--- config.mk ---
export PLATFORM = sky130hd
export DESIGN_NAME = acu_coef
export DESIGN_NICKNAME = d
export VERILOG_FILES = /design/src/rtl/core/acu_pkg.sv /design/src/rtl/core/acu_coef.sv
export SDC_FILE = /design/constraint.sdc
export NUM_CORES = 2
export LEC_CHECK = 0
export BUFFER_PORTS_ARGS = -buffer_cell sky130_fd_sc_hd__buf_2
export CELL_PAD_IN_SITES_DETAIL_PLACEMENT = 1
export CELL_PAD_IN_SITES_GLOBAL_PLACEMENT = 2
export CORE_ASPECT_RATIO = 0.9
export CORE_MARGIN = 8
export CORE_UTILIZATION = 39
export CTS_CLUSTER_DIAMETER = 80
export DETAILED_ROUTE_END_ITERATION = 10
export PLACE_DENSITY = 0.8
export SYNTH_ARGS = -nofsm -noshare
export SYNTH_HDL_FRONTEND = slang
export SYNTH_SLANG_ARGS = --single-unit
--- constraint.sdc ---
create_clock -name clk -period 16.2 [get_ports clk]
set_clock_uncertainty 0.2 [all_clocks]
set_input_delay 2.43 -clock clk [delete_from_list [all_inputs] [get_ports clk]]
set_output_delay 2.43 -clock clk [all_outputs]
set_load 0.05 [all_outputs]
--- src/rtl/core/acu_pkg.sv ---
// Shared types and constants for the ADMM constraint update unit.
`default_nettype none
package acu_pkg;

  localparam int unsigned REG_W = 63;
  localparam int unsigned RELAX_W = 34;
  localparam int unsigned PADDR_W = 6;
  localparam int unsigned DIV_STEPS = 65;

  localparam logic [1:0] KIND_INEQ = 2'd0;
  localparam logic [1:0] KIND_EQ = 2'd1;
  localparam logic [1:0] KIND_INF = 2'd2;

  localparam logic [2:0] REG_BASE_PENALTY = 3'd0;
  localparam logic [2:0] REG_EQ_SCALE = 3'd1;
  localparam logic [2:0] REG_INF_PENALTY = 3'd2;
  localparam logic [2:0] REG_INF_THRESHOLD = 3'd3;
  localparam logic [2:0] REG_EQ_TOLERANCE = 3'd4;
  localparam logic [2:0] REG_RELAXATION = 3'd5;

  localparam logic [REG_W-1:0] RST_BASE_PENALTY = 63'd429496730;
  localparam logic [REG_W-1:0] RST_EQ_SCALE = 63'd4294967296000;
  localparam logic [REG_W-1:0] RST_INF_PENALTY = 63'd4295;
  localparam logic [REG_W-1:0] RST_INF_THRESHOLD = 63'd4294967296000000000;
  localparam logic [REG_W-1:0] RST_EQ_TOLERANCE = 63'd4295;
  localparam logic [RELAX_W-1:0] RST_RELAXATION = 34'd6871947674;

  localparam logic [REG_W-1:0] MAX_POS = {REG_W{1'b1}};
  localparam logic [63:0] ONE_Q = 64'h0000_0001_0000_0000;

  typedef enum logic [1:0] {
    CS_MUL,
    CS_SAT,
    CS_DIV,
    CS_DONE
  } coef_state_t;

  typedef struct packed {
    logic             busy;
    logic [REG_W-1:0] rho_ineq;
    logic [REG_W-1:0] rho_eq;
    logic [REG_W-1:0] rho_inf;
    logic [REG_W-1:0] inv_ineq;
    logic [REG_W-1:0] inv_eq;
    logic [REG_W-1:0] inv_inf;
  } coef_t;

  typedef struct packed {
    logic signed [63:0] lower_bound;
    logic signed [63:0] upper_bound;
    logic signed [63:0] previous_slack;
    logic signed [63:0] dual_value;
    logic signed [63:0] solve_output;
  } in_t;

  typedef struct packed {
    logic signed [63:0] new_slack;
    logic signed [63:0] new_dual;
    logic signed [63:0] dual_change;
    logic [1:0]         constraint_kind;
  } out_t;

endpackage
`default_nettype wire

--- src/rtl/core/acu_coef.sv ---
// Penalty and reciprocal sequencer: equality penalty product and three divisions.
`default_nettype none
module acu_coef (
  input  wire logic                      clk,
  input  wire logic                      rst,
  input  wire logic                      restart,
  input  wire logic [acu_pkg::REG_W-1:0] base,
  input  wire logic [acu_pkg::REG_W-1:0] scale,
  input  wire logic [acu_pkg::REG_W-1:0] infp,
  output acu_pkg::coef_t                 coef
);

  acu_pkg::coef_state_t state, state_next;
  logic [1:0]   mcnt;
  logic [1:0]   dsel;
  logic [6:0]   dcnt;
  logic [125:0] acc;
  logic [62:0]  rem;
  logic [64:0]  q;
  logic [62:0]  rho_eq, inv_ineq, inv_eq, inv_inf;
  logic [31:0]  ap, bp;
  logic [63:0]  pp;
  logic [125:0] pp_sh;
  logic [62:0]  dsor;
  logic [63:0]  trial;
  logic         ge;
  logic [62:0]  rem_next;
  logic [64:0]  q_next;
  logic [62:0]  inv_res;
  logic [63:0]  sh;
  logic         last;

  always_comb begin
    ap = mcnt[1] ? {1'b0, base[62:32]} : base[31:0];
    bp = mcnt[0] ? {1'b0, scale[62:32]} : scale[31:0];
    pp = ap * bp;
    case (mcnt)
      2'd0: pp_sh = {62'd0, pp};
      2'd3: pp_sh = {pp, 62'd0} >> 62'd62 << 64;
      default: pp_sh = {30'd0, pp, 32'd0};
    endcase
    sh = acc[95:32];
    case (dsel)
      acu_pkg::KIND_INEQ: dsor = base;
      acu_pkg::KIND_EQ: dsor = rho_eq;
      default: dsor = infp;
    endcase
    trial = {rem, (dcnt == 7'd0)};
    ge = trial >= {1'b0, dsor};
    rem_next = ge ? 63'(trial - {1'b0, dsor}) : trial[62:0];
    q_next = {q[63:0], ge};
    inv_res = (q_next[64:63] != 2'd0) ? acu_pkg::MAX_POS : q_next[62:0];
    last = dcnt == 7'(acu_pkg::DIV_STEPS - 1);
  end

  always_comb begin
    state_next = state;
    case (state)
      acu_pkg::CS_MUL: if (mcnt == 2'd3) state_next = acu_pkg::CS_SAT;
      acu_pkg::CS_SAT: state_next = acu_pkg::CS_DIV;
      acu_pkg::CS_DIV: if (last && dsel == acu_pkg::KIND_INF) state_next = acu_pkg::CS_DONE;
      acu_pkg::CS_DONE: state_next = acu_pkg::CS_DONE;
      default: state_next = acu_pkg::CS_MUL;
    endcase
  end

  always_comb begin
    coef.busy = state != acu_pkg::CS_DONE;
    coef.rho_ineq = base;
    coef.rho_eq = rho_eq;
    coef.rho_inf = infp;
    coef.inv_ineq = inv_ineq;
    coef.inv_eq = inv_eq;
    coef.inv_inf = inv_inf;
  end

  always_ff @(posedge clk) begin
    if (rst || restart) begin
      state <= acu_pkg::CS_MUL;
      mcnt <= 2'd0;
      dsel <= acu_pkg::KIND_INEQ;
      dcnt <= 7'd0;
      acc <= '0;
      rem <= '0;
      q <= '0;
    end else begin
      state <= state_next;
      case (state)
        acu_pkg::CS_MUL: begin
          acc <= acc + pp_sh;
          mcnt <= mcnt + 2'd1;
        end
        acu_pkg::CS_SAT: begin
          rho_eq <= (acc[125:96] != 30'd0 || sh[63]) ? acu_pkg::MAX_POS : sh[62:0];
        end
        acu_pkg::CS_DIV: begin
          if (last) begin
            case (dsel)
              acu_pkg::KIND_INEQ: inv_ineq <= inv_res;
              acu_pkg::KIND_EQ: inv_eq <= inv_res;
              default: inv_inf <= inv_res;
            endcase
            dsel <= dsel + 2'd1;
            dcnt <= 7'd0;
            rem <= '0;
            q <= '0;
          end else begin
            dcnt <= dcnt + 7'd1;
            rem <= rem_next;
            q <= q_next;
          end
        end
        default: ;
      endcase
    end
  end

endmodule
`default_nettype wire

* Yosys cells after proc, flatten, opt, wreduce, memory -nomap -nowiden
Index checks and enable logic that the tools add are counted.
Storage, ports and cells: bits in registers 518, input port bits 192
Cells by class: add/sub/neg operators 5, multipliers 1, order comparisons 1, eq/ne operators 10, mux-type cells 12, bitwise logic cells 2, reduce and logical (&&, ||, !) cells 16
Operators with widths (number):
- $pmux 126 s2 | 1
- $mux 63 | 3
- $add 126x126->126 | 1
- $pmux 63 s2 | 1
- $ge 64x63->1 | 1
- $mul 32x32->64 | 1
- $mux 32 | 2
- $mux 64 | 1
- $sub 63x63->63 | 1
- $reduce_bool 30->1 | 1
- $reduce_and 4->1 | 3
- $eq 2x2->1 const B | 4
- $pmux 2 s4 | 1
- $add 7x1->7 const B | 1
- $eq 7x7->1 const B | 1
- $logic_not 7->1 | 1
- $mux 7 | 1
- $logic_not 2->1 | 3
- $ne 2x2->1 const B | 3
- $reduce_and 2->1 | 3
- $add 2x1->2 const B | 2
- $eq 2x1->1 const B | 2
- $mux 2 | 2
- $logic_or 1x1->1 | 2
- other kinds (4) | 5

* Logic depth before layout (Yosys ltp)
depth after elaboration 5, depth in mapped cells 47

* Least setup slack after synthesis
No wires, ideal clock.
kind input-to-reg, start input port scale[37] (netlist name), end register acc[116], setup time 129 ps, arrival time 12118 ps, data required time 15871 ps, slack 3753 ps, cell stages on the path 40, path buffers 3, cell sequence mux2i_1 > clkbuf_1 > nor2_1 > fa_1 > fa_1 > fa_1 > inv_1 > fa_1 > inv_1 > fa_1 > fa_1 > fa_1 > inv_1 > fa_1 > inv_1 > ha_1 > clkbuf_1 > a21o_1 > [... 4 more ...] > nor2_1 > a21o_1 > o21ba_2 > o21ai_0 > a31oi_1 > xnor2_1 > a22o_1 > ha_1 > clkbuf_1 > nand2_1 > nor2_1 > nand3_1 > or4b_2 > o221ai_1 > a21boi_1 > o21bai_1 > xnor2_1 > o21ai_0
On the way: word-level cells in the longest chain between the ends 4
Ends and longest elaborated chain:
- start, declared | RTL line acu_coef.sv:8 | input wire logic [acu_pkg::REG_W-1:0] scale,
- $mux 32 | RTL line acu_coef.sv:35 | bp = mcnt[0] ? {1'b0, scale[62:32]} : scale[31:0];
- $mul 32x32->64 | RTL line acu_coef.sv:36 | pp = ap * bp;
- $pmux 126 s2 | RTL line acu_coef.sv:37 | case (mcnt)
- $add 126x126->126 | RTL line acu_coef.sv:90 | acc <= acc + pp_sh;
- end signal, assigned | RTL line acu_coef.sv:90
- end, declared | RTL line acu_coef.sv:17 | logic [125:0] acc;
Every way passes these cells. A chain may end at the register's enable or synchronous reset.

* Worst setup path in the final report
start input port base[9] (netlist name), end register acc[116]
On the way: word-level cells in the longest chain between the ends 4
Ends and longest elaborated chain:
- start, declared | RTL line acu_coef.sv:7 | input wire logic [acu_pkg::REG_W-1:0] base,
- $mux 32 | RTL line acu_coef.sv:34 | ap = mcnt[1] ? {1'b0, base[62:32]} : base[31:0];
- $mul 32x32->64 | RTL line acu_coef.sv:36
- $pmux 126 s2 | RTL line acu_coef.sv:37
- $add 126x126->126 | RTL line acu_coef.sv:90
Every way passes these cells.

==> reports/metrics.csv <==
metric,value,unit
core area,168500,µm²
CTS buffer count,55,
H-Tree Level Count,2,
period utilization,0.9210,
Final TNS setup,0,ns
Worst EP arrival,15.24,ns
hold slack final,0.2628,ns
hold crit path type,flip-flop to flip-flop,
nets@finish,9352,
most numerous cell in the Yosys netlist,nand2_1,
WP data required,16.52,ns
HPWL after DPL,261800,µm
drt drc,0,
yosys warns,0,
"area leader, netlist",fa_1,
Clock Latency Late Sink,0.67,ns
DIE AREA,182800,µm²
async set or reset register ratio after synthesis,0,
cts hold-fix bufs,0,
CTS Sinks,518,
Synth cell types,95,
die width,449.8,µm
TritonRoute pass-1 iters,5,
grt ovf,0,
Most common cell on crit path,fa_1,
Starting DRT DRC Count,5712,
slew margin rel.,0.1300,
Yosys top cell area share,0.2722,
vias in the first global route,60920,
Core Rows,143,
worst-margin pin slew,1.280,ns
share of cells above drive strength 1,0.1260,
RSZ-0062 raised after global routing,no,
CP max stage cell,mux2i_4,
max cap viols,0,
most frequent cells after synthesis,"nand2_1, inv_1, fa_1",
synthesized cell area,66040,µm²
ys flop type,dfxtp_1,
largest net degree at the start of global routing,74,
outcome,finished clean,
clock transition at the registers of the reported paths,0.06,ns
CP Launch Type,primary input,
crit-path max cell delay,0.79,ns
port bufs,570,
vias,59200,
Critical Path Sink Type,flip-flop,
clk root buf,clkbuf_16,
crit path max fanout,13,
Slew Limit Fails,0,
Post-Syn Nets,9142,
gate count of the mapped netlist,7587,
global-route wire length before repair,449400,µm
routed wire length,316300,µm
Starting Density,0.3918,
Setup WS post-layout,1.279,ns
Peak Freq,67.02,MHz
critical path class,primary input to flip-flop,
Post-CTS Setup Repair Bufs,0,
Top-Level Pins,571,
Routability Congestion,1.004,
Total GRT Usage,0.3348,
#FFs+latches synth,518,
CTS tree,done,
dpl cells,9987,
Final Critical Period,14.92,ns
Via-to-Cell Ratio,5.849,
clk buf depth,3,
DR WL/cell,31.25,µm
Area Overhead vs Synth,9.913,%
Die Y-Extent,406.4,µm
DP Worst Slack,0.8697,ns
Post-synth EDFFs,252,
Avg Inst Size Synth,8.704,µm²
"Setup violations, final",0,
Detail Route Antenna Nets,0,
CTS resizes,0,
fin cells,10120,
Final Hold Fails,0,
Area contributors post-synth,"fa_1, edfxtp_1, ha_1, dfxtp_1, nand2_1",
antenna violations before repair,49,
register area share after synthesis,0.1952,
-- worst max-delay path: cells and delay by family --
| family | cells | cell delay, ns |
|---|---|---|
| AOI/OAI and AO/OA | 19 | 5.76 |
| adders and majority gates | 10 | 4.75 |
| muxes | 1 | 0.79 |
| xor gates and xnor gates | 2 | 0.68 |
| buffers and inverters | 4 | 0.56 |
| and+or+nand+nor | 2 | 0.20 |
-- kinds of logic (layout without fill, tap and decap cells) --
kind of cell / after synthesis / after routing / share of synthesized area
AO/OA/AOI/OAI: 1448 / 1448 / 0.1394
XOR/XNOR: 237 / 237 / 0.03143
adder cells (fa/ha/maj): 1363 / 1363 / 0.3603
buffers and inverters: 1487 / 1744 / 0.09237
flip-flops: 518 / 518 / 0.1952
multiplexers: 149 / 149 / 0.02370
other: 0 / 31 / 0
AND/OR/NAND/NOR: 2385 / 2385 / 0.1576
-- registers in the layout, summed over array words and instances (netlist names) --
name / flops
q: 64
inv_inf: 63
dcnt: 7
rem: 63
dsel: 2
rho_eq: 63
mcnt: 2
inv_eq: 63
state: 2
acc: 126
inv_ineq: 63
-- layout by cell type (no fill, tap or decap), types with 10 or more instances in the layout --
| cell | Yosys | layout |
|---|---|---|
| nor2b_1 | 40 | 37 |
| ha_1 | 465 | 462 |
| o211ai_1 | 10 | 10 |
| diode_2 | 0 | 31 |
| fa_1 | 898 | 898 |
| buf_4 | 128 | 132 |
| mux2i_1 | 90 | 42 |
| or3_1 | 140 | 140 |
| xnor2_1 | 142 | 142 |
| nor4_1 | 23 | 23 |
| mux2i_2 | 0 | 27 |
| nand4_1 | 104 | 104 |
| nor2_1 | 787 | 782 |
| a31oi_1 | 27 | 27 |
| o31ai_1 | 14 | 14 |
| o21ai_0 | 261 | 261 |
| edfxtp_1 | 252 | 252 |
| a22o_1 | 125 | 125 |
| nand2b_1 | 25 | 24 |
| xor2_1 | 95 | 95 |
| a21oi_1 | 560 | 559 |
| and3_1 | 33 | 30 |
| inv_1 | 936 | 936 |
| nor3_1 | 38 | 37 |
| a21o_1 | 155 | 154 |
| or2_2 | 11 | 10 |
| o21bai_1 | 81 | 81 |
| and2_1 | 65 | 65 |
| buf_2 | 17 | 570 |
| mux2i_4 | 0 | 21 |
| mux2_2 | 59 | 59 |
| clkbuf_16 | 0 | 55 |
| nand3_1 | 118 | 117 |
| nand2_1 | 970 | 970 |
| o21ai_1 | 20 | 20 |
| a211oi_1 | 20 | 20 |
| dfxtp_1 | 266 | 264 |
| o21a_1 | 29 | 29 |
| a21boi_0 | 14 | 14 |
-- routing by layer --
layer,wire length [µm],global-route usage,vias up
met5,135,0,-
met1,133200,0.4556,30510
met3,28830,0.07605,631
li1,-,-,25290
met4,18100,0.1490,20
met2,136100,0.5109,2746
-- worst paths after layout --
path | slack [ns] | endpoint | cells after the start | startpoint
setup reg to reg | 1.57 | acc[116] | 40 | mcnt[0]
setup / recovery | 1.28 | acc[116] | 38 | base[9]
hold reg to reg | 0.26 | acc[29] | 2 | acc[29]
hold / removal | 0.26 | acc[29] | 2 | acc[29]
-- cell type report --
cell class | instances | area [µm²]
Fill cell | 19930 | 95960
Multi-Input combinational cell | 5582 | 47500
Sequential cell | 518 | 12900
Timing Repair Buffer | 704 | 3875
Inverter | 936 | 3513
Tap cell | 2247 | 2811
Clock buffer | 61 | 1419
Clock inverter | 43 | 489.2
Antenna cell | 31 | 77.57
-- metrics by stage --
| step | util | instance area [µm²] |
|---|---|---|
| after global placement | 0.4188 | 70580 |
| after CTS | 0.4302 | 72500 |
| after floorplan | - | 66040 |
| after global routing | 0.4304 | 72530 |
| final | 0.4306 | 72580 |
| after detailed placement | 0.4188 | 70590 |
Power is left out: the tool's default activity adds up to more than one toggle a clock period on the data nets, which glitch-free logic cannot reach.
